==> config.mk <==
export PLATFORM = sky130hd
export DESIGN_NAME = sensor_frame_crc_decoder
export DESIGN_NICKNAME = d
export VERILOG_FILES = /design/src/rtl/sfcd_pkg.sv /design/src/rtl/sfcd_result.sv /design/src/rtl/sensor_frame_crc_decoder.sv
export SDC_FILE = /design/constraint.sdc
export NUM_CORES = 1
export LEC_CHECK = 0
export BUFFER_PORTS_ARGS = -buffer_cell sky130_fd_sc_hd__buf_4
export CAP_MARGIN = 30
export CORE_UTILIZATION = 36
export CTS_CLUSTER_SIZE = 12
export DETAILED_ROUTE_END_ITERATION = 10
export PLACE_DENSITY = 0.54
export SLEW_MARGIN = 10
export SYNTH_ARGS = -nofsm -noshare
export SYNTH_HDL_FRONTEND = slang
export SYNTH_SLANG_ARGS = --single-unit
==> constraint.sdc <==
create_clock -name clk -period 10.8 [get_ports clk]
set_input_delay 3.24 -clock clk [delete_from_list [all_inputs] [get_ports clk]]
set_output_delay 3.24 -clock clk [all_outputs]
set_load 0.02 [all_outputs]
==> src/rtl/sfcd_pkg.sv <==
`default_nettype none
package sfcd_pkg;

  localparam int unsigned BYTE_W  = 8;
  localparam int unsigned CRC_W   = 16;
  localparam int unsigned POS_W   = 3;
  localparam int unsigned HUM_W   = 10;
  localparam int unsigned TEMP_W  = 16;
  localparam int unsigned OUT_DATA_W = 32;   // 26 payload bits padded to 4 bytes
  localparam int unsigned OUT_USER_W = 2;
  localparam int unsigned CFG_IDX_W  = 1;
  localparam int unsigned CFG_DATA_W = 1;

  localparam logic [CRC_W-1:0] CRC_INIT = 16'hFFFF;
  localparam logic [CRC_W-1:0] CRC_POLY = 16'hA001;
  localparam logic [15:0]      HUM_MAX  = 16'd1000;

  // frame byte positions
  localparam logic [POS_W-1:0] POS_HUM_HI  = 3'd2;
  localparam logic [POS_W-1:0] POS_HUM_LO  = 3'd3;
  localparam logic [POS_W-1:0] POS_TEMP_HI = 3'd4;
  localparam logic [POS_W-1:0] POS_TEMP_LO = 3'd5;
  localparam logic [POS_W-1:0] POS_CRC_LO  = 3'd6;
  localparam logic [POS_W-1:0] POS_CRC_HI  = 3'd7;

  // configuration register indexes
  localparam logic [CFG_IDX_W-1:0] CFG_BLOCK_ENABLE = 1'b0;
  localparam logic [CFG_IDX_W-1:0] CFG_CRC_CHECK    = 1'b1;

  typedef struct packed {
    logic [15:0]      humidity_raw;
    logic [15:0]      temperature_raw;
    logic [BYTE_W-1:0] crc_lo;
    logic [BYTE_W-1:0] crc_hi;
    logic [CRC_W-1:0] crc_calc;
    logic             block_enable;
    logic             crc_check_enable;
  } frame_t;

  typedef struct packed {
    logic                     crc_error;
    logic                     reading_valid;
    logic signed [TEMP_W-1:0] temperature_tenths;
    logic [HUM_W-1:0]         humidity_tenths;
  } result_t;

  // one byte of CRC-16 Modbus, LSB first
  function automatic logic [CRC_W-1:0] crc_feed(input logic [CRC_W-1:0] crc,
                                               input logic [BYTE_W-1:0] b);
    logic [CRC_W-1:0] c;
    c = crc ^ {8'h00, b};
    for (int i = 0; i < 8; i++) begin
      if (c[0]) c = (c >> 1) ^ CRC_POLY;
      else      c = c >> 1;
    end
    return c;
  endfunction

endpackage
`default_nettype wire

==> src/rtl/sfcd_result.sv <==
`default_nettype none
module sfcd_result (
  input  sfcd_pkg::frame_t  frame,
  output sfcd_pkg::result_t res
);
  import sfcd_pkg::*;

  logic [CRC_W-1:0]  received;
  logic              mismatch;
  logic              valid;
  logic [14:0]       mag;
  logic [TEMP_W-1:0] temp;
  logic [HUM_W-1:0]  hum;

  always_comb begin
    received = {frame.crc_hi, frame.crc_lo};
    mismatch = received != frame.crc_calc;
    valid    = frame.block_enable && (!mismatch || !frame.crc_check_enable);
    mag      = frame.temperature_raw[14:0];
    // sign-magnitude to two's complement; negative zero folds to 0
    temp     = frame.temperature_raw[15] ? (16'd0 - {1'b0, mag}) : {1'b0, mag};
    hum      = (frame.humidity_raw > HUM_MAX) ? HUM_MAX[HUM_W-1:0]
                                              : frame.humidity_raw[HUM_W-1:0];

    res.reading_valid      = valid;
    res.crc_error          = frame.block_enable && mismatch;
    res.humidity_tenths    = valid ? hum : '0;
    res.temperature_tenths = valid ? temp : '0;
  end

endmodule
`default_nettype wire

==> src/rtl/sensor_frame_crc_decoder.sv <==
`default_nettype none
// Channel  Dir  tdata (low bit up)                              tuser (low bit up)
// in_      in   [7:0] rx_byte                                   [0] frame_start
// out_     out  [9:0] humidity_tenths, [25:10] temperature,     [0] reading_valid,
//               [31:26] zero                                    [1] crc_error
// cfg_     in   index 0 block_enable, index 1 crc_check_enable; no read-back
//
// One byte per cycle while in_tready is high; CRC, field capture and result
// formatting sit before the output register, where byte 7's result is registered.
// The output register is backed by a one-entry skid; in_tready drops only while
// the skid holds a result. Reset (rst_n, synchronous) restarts the frame at byte 0.
module sensor_frame_crc_decoder (
  input  wire                                   clk,
  input  wire                                   rst_n,
  input  wire                                   in_tvalid,
  output logic                                  in_tready,
  input  wire  [sfcd_pkg::BYTE_W-1:0]           in_tdata,   // [7:0] rx_byte
  input  wire                                   in_tuser,   // frame_start
  output logic                                  out_tvalid,
  input  wire                                   out_tready,
  output logic [sfcd_pkg::OUT_DATA_W-1:0]       out_tdata,  // hum, temp, pad
  output logic [sfcd_pkg::OUT_USER_W-1:0]       out_tuser,  // valid, crc_error
  input  wire                                   cfg_wr_en,
  input  wire  [sfcd_pkg::CFG_IDX_W-1:0]        cfg_index,
  input  wire  [sfcd_pkg::CFG_DATA_W-1:0]       cfg_wdata
);
  import sfcd_pkg::*;

  logic              block_enable_r, crc_check_enable_r;
  logic [POS_W-1:0]  pos_r, pos_nxt, pos_cur;
  logic [CRC_W-1:0]  crc_r, crc_nxt, crc_cur;
  logic [15:0]       hum_raw_r, hum_raw_nxt;
  logic [15:0]       temp_raw_r, temp_raw_nxt;
  logic [BYTE_W-1:0] crc_lo_r, crc_lo_nxt;
  logic              in_acc, res_vld;
  frame_t            frame;
  result_t           res;
  logic              out_valid_r, skid_valid_r;
  result_t           out_r, skid_r;

  assign in_tready = !skid_valid_r;
  assign in_acc    = in_tvalid && in_tready;

  always_comb begin
    pos_cur      = in_tuser ? '0 : pos_r;
    crc_cur      = in_tuser ? CRC_INIT : crc_r;
    pos_nxt      = pos_r;
    crc_nxt      = crc_r;
    hum_raw_nxt  = hum_raw_r;
    temp_raw_nxt = temp_raw_r;
    crc_lo_nxt   = crc_lo_r;
    res_vld      = 1'b0;
    if (in_acc) begin
      pos_nxt = pos_cur + 3'd1;
      crc_nxt = crc_cur;
      if (pos_cur < POS_CRC_LO) crc_nxt = crc_feed(crc_cur, in_tdata);
      case (pos_cur)
        POS_HUM_HI:  hum_raw_nxt  = {in_tdata, hum_raw_r[7:0]};
        POS_HUM_LO:  hum_raw_nxt  = {hum_raw_r[15:8], in_tdata};
        POS_TEMP_HI: temp_raw_nxt = {in_tdata, temp_raw_r[7:0]};
        POS_TEMP_LO: temp_raw_nxt = {temp_raw_r[15:8], in_tdata};
        POS_CRC_LO:  crc_lo_nxt   = in_tdata;
        POS_CRC_HI: begin
          res_vld = 1'b1;
          crc_nxt = CRC_INIT;
        end
        default: ;
      endcase
    end
  end

  always_comb begin
    frame.humidity_raw     = hum_raw_r;
    frame.temperature_raw  = temp_raw_r;
    frame.crc_lo           = crc_lo_r;
    frame.crc_hi           = in_tdata;
    frame.crc_calc         = crc_cur;
    frame.block_enable     = block_enable_r;
    frame.crc_check_enable = crc_check_enable_r;
  end

  sfcd_result u_result (
    .frame (frame),
    .res   (res)
  );

  always_ff @(posedge clk) begin
    if (!rst_n) begin
      block_enable_r     <= 1'b0;
      crc_check_enable_r <= 1'b1;
    end else if (cfg_wr_en) begin
      case (cfg_index)
        CFG_BLOCK_ENABLE: block_enable_r     <= cfg_wdata[0];
        CFG_CRC_CHECK:    crc_check_enable_r <= cfg_wdata[0];
        default: ;
      endcase
    end
  end

  always_ff @(posedge clk) begin
    if (!rst_n) begin
      pos_r      <= '0;
      crc_r      <= CRC_INIT;
      hum_raw_r  <= '0;
      temp_raw_r <= '0;
      crc_lo_r   <= '0;
    end else begin
      pos_r      <= pos_nxt;
      crc_r      <= crc_nxt;
      hum_raw_r  <= hum_raw_nxt;
      temp_raw_r <= temp_raw_nxt;
      crc_lo_r   <= crc_lo_nxt;
    end
  end

  // output register with skid: a new result only arrives while the skid is empty
  always_ff @(posedge clk) begin
    if (!rst_n) begin
      out_valid_r  <= 1'b0;
      skid_valid_r <= 1'b0;
    end else if (!out_valid_r || out_tready) begin
      if (skid_valid_r) begin
        out_valid_r  <= 1'b1;
        skid_valid_r <= 1'b0;
      end else begin
        out_valid_r <= res_vld;
      end
    end else if (res_vld) begin
      skid_valid_r <= 1'b1;
    end
  end

  always_ff @(posedge clk) begin
    if (!out_valid_r || out_tready) begin
      out_r <= skid_valid_r ? skid_r : res;
    end else if (res_vld) begin
      skid_r <= res;
    end
  end

  assign out_tvalid = out_valid_r;
  assign out_tdata  = {6'd0, out_r.temperature_tenths, out_r.humidity_tenths};
  assign out_tuser  = {out_r.crc_error, out_r.reading_valid};

  a_skid_behind_out: assert property (@(posedge clk) disable iff (!rst_n)
    skid_valid_r |-> out_valid_r)
    else $error("skid holds a result while the output register is empty");

  a_invalid_zero: assert property (@(posedge clk) disable iff (!rst_n)
    (out_tvalid && !out_tuser[0]) |-> (out_tdata == '0))
    else $error("invalid reading carries nonzero values");

  a_frame_wrap: assert property (@(posedge clk) disable iff (!rst_n)
    (in_acc && pos_cur == POS_CRC_HI) |=> (pos_r == '0 && crc_r == CRC_INIT))
    else $error("frame did not restart after the CRC high byte");

  a_result_lands: assert property (@(posedge clk) disable iff (!rst_n)
    (res_vld && !skid_valid_r) |=> out_valid_r)
    else $error("result lost");

endmodule
`default_nettype wire
==> metrics.txt <==
status=finished, final reports clean; Hold WS=0.487 ns; CTS clk-pin slew, worst paths=0.06 ns; num ports=52; Final min period=5.11 ns; yosys warns=0; path depth of the worst reg2reg path=6; H-tree Lvls=4; hold path depth=1; Seq/Total Area, Yosys=50.4%; top_reg_cell synth=dfxtp_1; Hold-fix buffers, CTS=0; RSZ-0062 raised after global routing=false; worst hold start=pos_r[0]; fin crit share=47.3%; Ant. Diodes=0; Detail Route Antenna Nets=0; number of global-route vias before repair=3868; Worst Path Max Fanout=43; largest net degree at the start of global routing=52; Clock Root Buffer=clkbuf_16; Nets=633; DR pass1 iterations=4; largest cells by area after synthesis=edfxtp_1, dfxtp_1, mux2i_1, nand2_1, nor2b_1; GP Congestion=0.780; GRT Resource Usage Total=16.0%; final hold vios=0; post-CTS setup buffers=0; num rows=46; max-cap violations=0; R2R Path Start=crc_r[6]; Gate Count Post-Synth=578; fillers=1530; final setup TNS=0 ns; Setup CP Type=input pin to flip-flop; Cell Pwr Density=170 nW/um^2; Slew headroom=46.0%; Post-DP Area=6280 sq um; Reg-to-Reg End=out_tdata[25]; Max clock buf depth=2; required time of the critical path=11.04 ns; number of buffers created by CTS=17; hold crit path type=flip-flop to flip-flop; Via density=4.89; I/O Buffers=45; worst slew pin tran=0.809 ns; Die Y=129 um; static leakage=2.83 nW; Final Cell Area=6930 sq um; worst-skew pair later-pin latency=0.41 ns; Netlist Area Pre-Place=5840 sq um; Synth area leader=edfxtp_1; DRC=0; crit path DAT=5.35 ns; area grow syn2layout=18.5%; Max Slew Vio Count=0; Max Clock Skew=0.00637 ns; CTS tree=yes; Core Footprint=15900 sq um; crit end category=flip-flop; Worst Setup SP=in_tuser; HPWL Detailed=8210 um; grt ovf=0; r2r setup slk=8.37 ns; Post-Syn Area per Cell=10.1 sq um; routed len/inst=14.6 um; die area=16700 sq um; layout cell share with drive strength beyond 1=15.7%; CP startpoint kind=input pin; FMAX=0.196 GHz; initial antenna violation count=0; DIE WIDTH=129 um; final setup fails=0; clock sinks=119; Hold Crit Endpoint=pos_r[0]; first-pass GRT wire length=20100 um; Synth Register Bits=119; Vias=4105; post-synth top area share=28.8%; Starting DRT DRC Count=302; asr flop ratio synth=0%; Worst VDD drop=0.104 mV; final WL=12300 um; Post-synth EDFFs=56; post-synthesis cell type count=48; Initial Util=36.8%; Layout Utilization=43.6%; # resized after CTS=0
-- critical path, stage by stage --
cell     delay, ns
buf_4         0.23
or3_1         0.34
a21oi_1       0.15
o22ai_1       0.15
o41ai_4       0.47
nand2_2       0.42
o21ai_0       0.32
-- state kept, by name, summed over array words and instances, names as in the netlist --
signal              flops
out_tdata              26
crc_check_enable_r      1
skid_valid_r            1
block_enable_r          1
pos_r                   3
crc_lo_r                8
out_tvalid              1
out_tuser               2
skid_r                 28
temp_raw_r             16
crc_r                  16
hum_raw_r              16
-- layout make-up --
| type | instances | area, sq um | share of cell area, % |
|---|---|---|---|
| Inverter | 7 | 26.3 | 0.379 |
| Clock buffer | 17 | 425 | 6.14 |
| Tap cell | 216 | 270 | 3.90 |
| Sequential cell | 119 | 2940 | 42.5 |
| Multi-Input combinational cell | 415 | 2670 | 38.5 |
| Clock inverter | 15 | 203 | 2.93 |
| Timing Repair Buffer | 50 | 390 | 5.64 |
-- layout by cell type (no fill, tap or decap), types with 3 or more instances in the layout --
| master | count |
|---|---|
| a22o_1 | 3 |
| xor2_1 | 26 |
| conb_1 | 6 |
| o21ai_1 | 9 |
| xnor2_1 | 20 |
| buf_4 | 48 |
| o31ai_1 | 5 |
| a21oi_1 | 9 |
| nand3_1 | 18 |
| clkbuf_16 | 17 |
| bufinv_16 | 4 |
| o21ai_2 | 10 |
| o41ai_1 | 10 |
| a21boi_0 | 11 |
| edfxtp_1 | 56 |
| ha_1 | 7 |
| nor2b_1 | 37 |
| or3_1 | 9 |
| o21ai_0 | 6 |
| nand2_1 | 88 |
| nand2b_1 | 5 |
| inv_1 | 7 |
| nor2_1 | 54 |
| o211ai_1 | 14 |
| clkinv_4 | 5 |
| mux2i_1 | 34 |
| dfxtp_1 | 63 |
| o22ai_1 | 4 |
-- where the power goes --
part / leakage [nW] / internal [mW] / switching, mW
Combinational: 1.36 / 0.0453 / 0.0486
Clock: 0.305 / 0.387 / 0.206
Sequential: 1.16 / 0.478 / 0.0138
-- logic make-up (layout without fill, tap and decap cells) --
kind of cell	count (synthesis)	after routing	share of synthesized area [%]
xor+xnor	49	49	8.07
buf+inv	49	89	4.33
other cells	1	6	0.0642
compound gates	90	90	11.6
fa+ha+maj	7	7	1.50
flops	119	119	50.4
simple gates	228	228	18.1
mux	35	35	6.02
-- per-stage QoR --
step / worst slack (ns) / power [mW] / cells
2_1_floorplan: 4.97 / 0.574 / 583
3_3_place_gp: 5.34 / 0.592 / 805
4_1_cts: 5.70 / 1.19 / 838
5_1_grt: 5.48 / 1.22 / 839
3_5_place_dp: 5.29 / 0.595 / 806
6_report: 5.69 / 1.18 / 839
-- cells in the mapped netlist (all sizes together), types with 3 or more instances --
cell    instances
o31ai           5
clkbuf         20
o211ai         14
nor2b          37
a21oi           9
xor2           26
dfxtp          63
or3             9
ha              7
nor2           55
o21ai          25
inv             7
nand3          18
a21boi         11
mux2i          34
buf            22
xnor2          20
edfxtp         56
o22ai           4
a22o            3
nand2b          5
o41ai          12
nand2          90
-- worst max path at each step --
stage                    endpoint  slack (ns)  depth (start not counted)
floorplan               skid_r[0]        4.97                          8
global placement     out_tdata[3]        5.34                          7
detailed placement   out_tdata[9]        5.29                          7
CTS                  out_tdata[9]        5.70                          7
global route        out_tdata[25]        5.48                          7
finish              out_tdata[25]        5.69                          7
-- routing by layer --
metal,GRT usage (%),part of all wire [%],vias up,wire length (um)
met1,20.5,48,1933,5850
met5,0,0,-,0
met2,25.1,46,78,5650
li1,-,-,2075,-
met4,6.99,2.2,0,274
met3,4.62,4.0,19,495
Note: power is estimated with default switching activity, not from simulation.
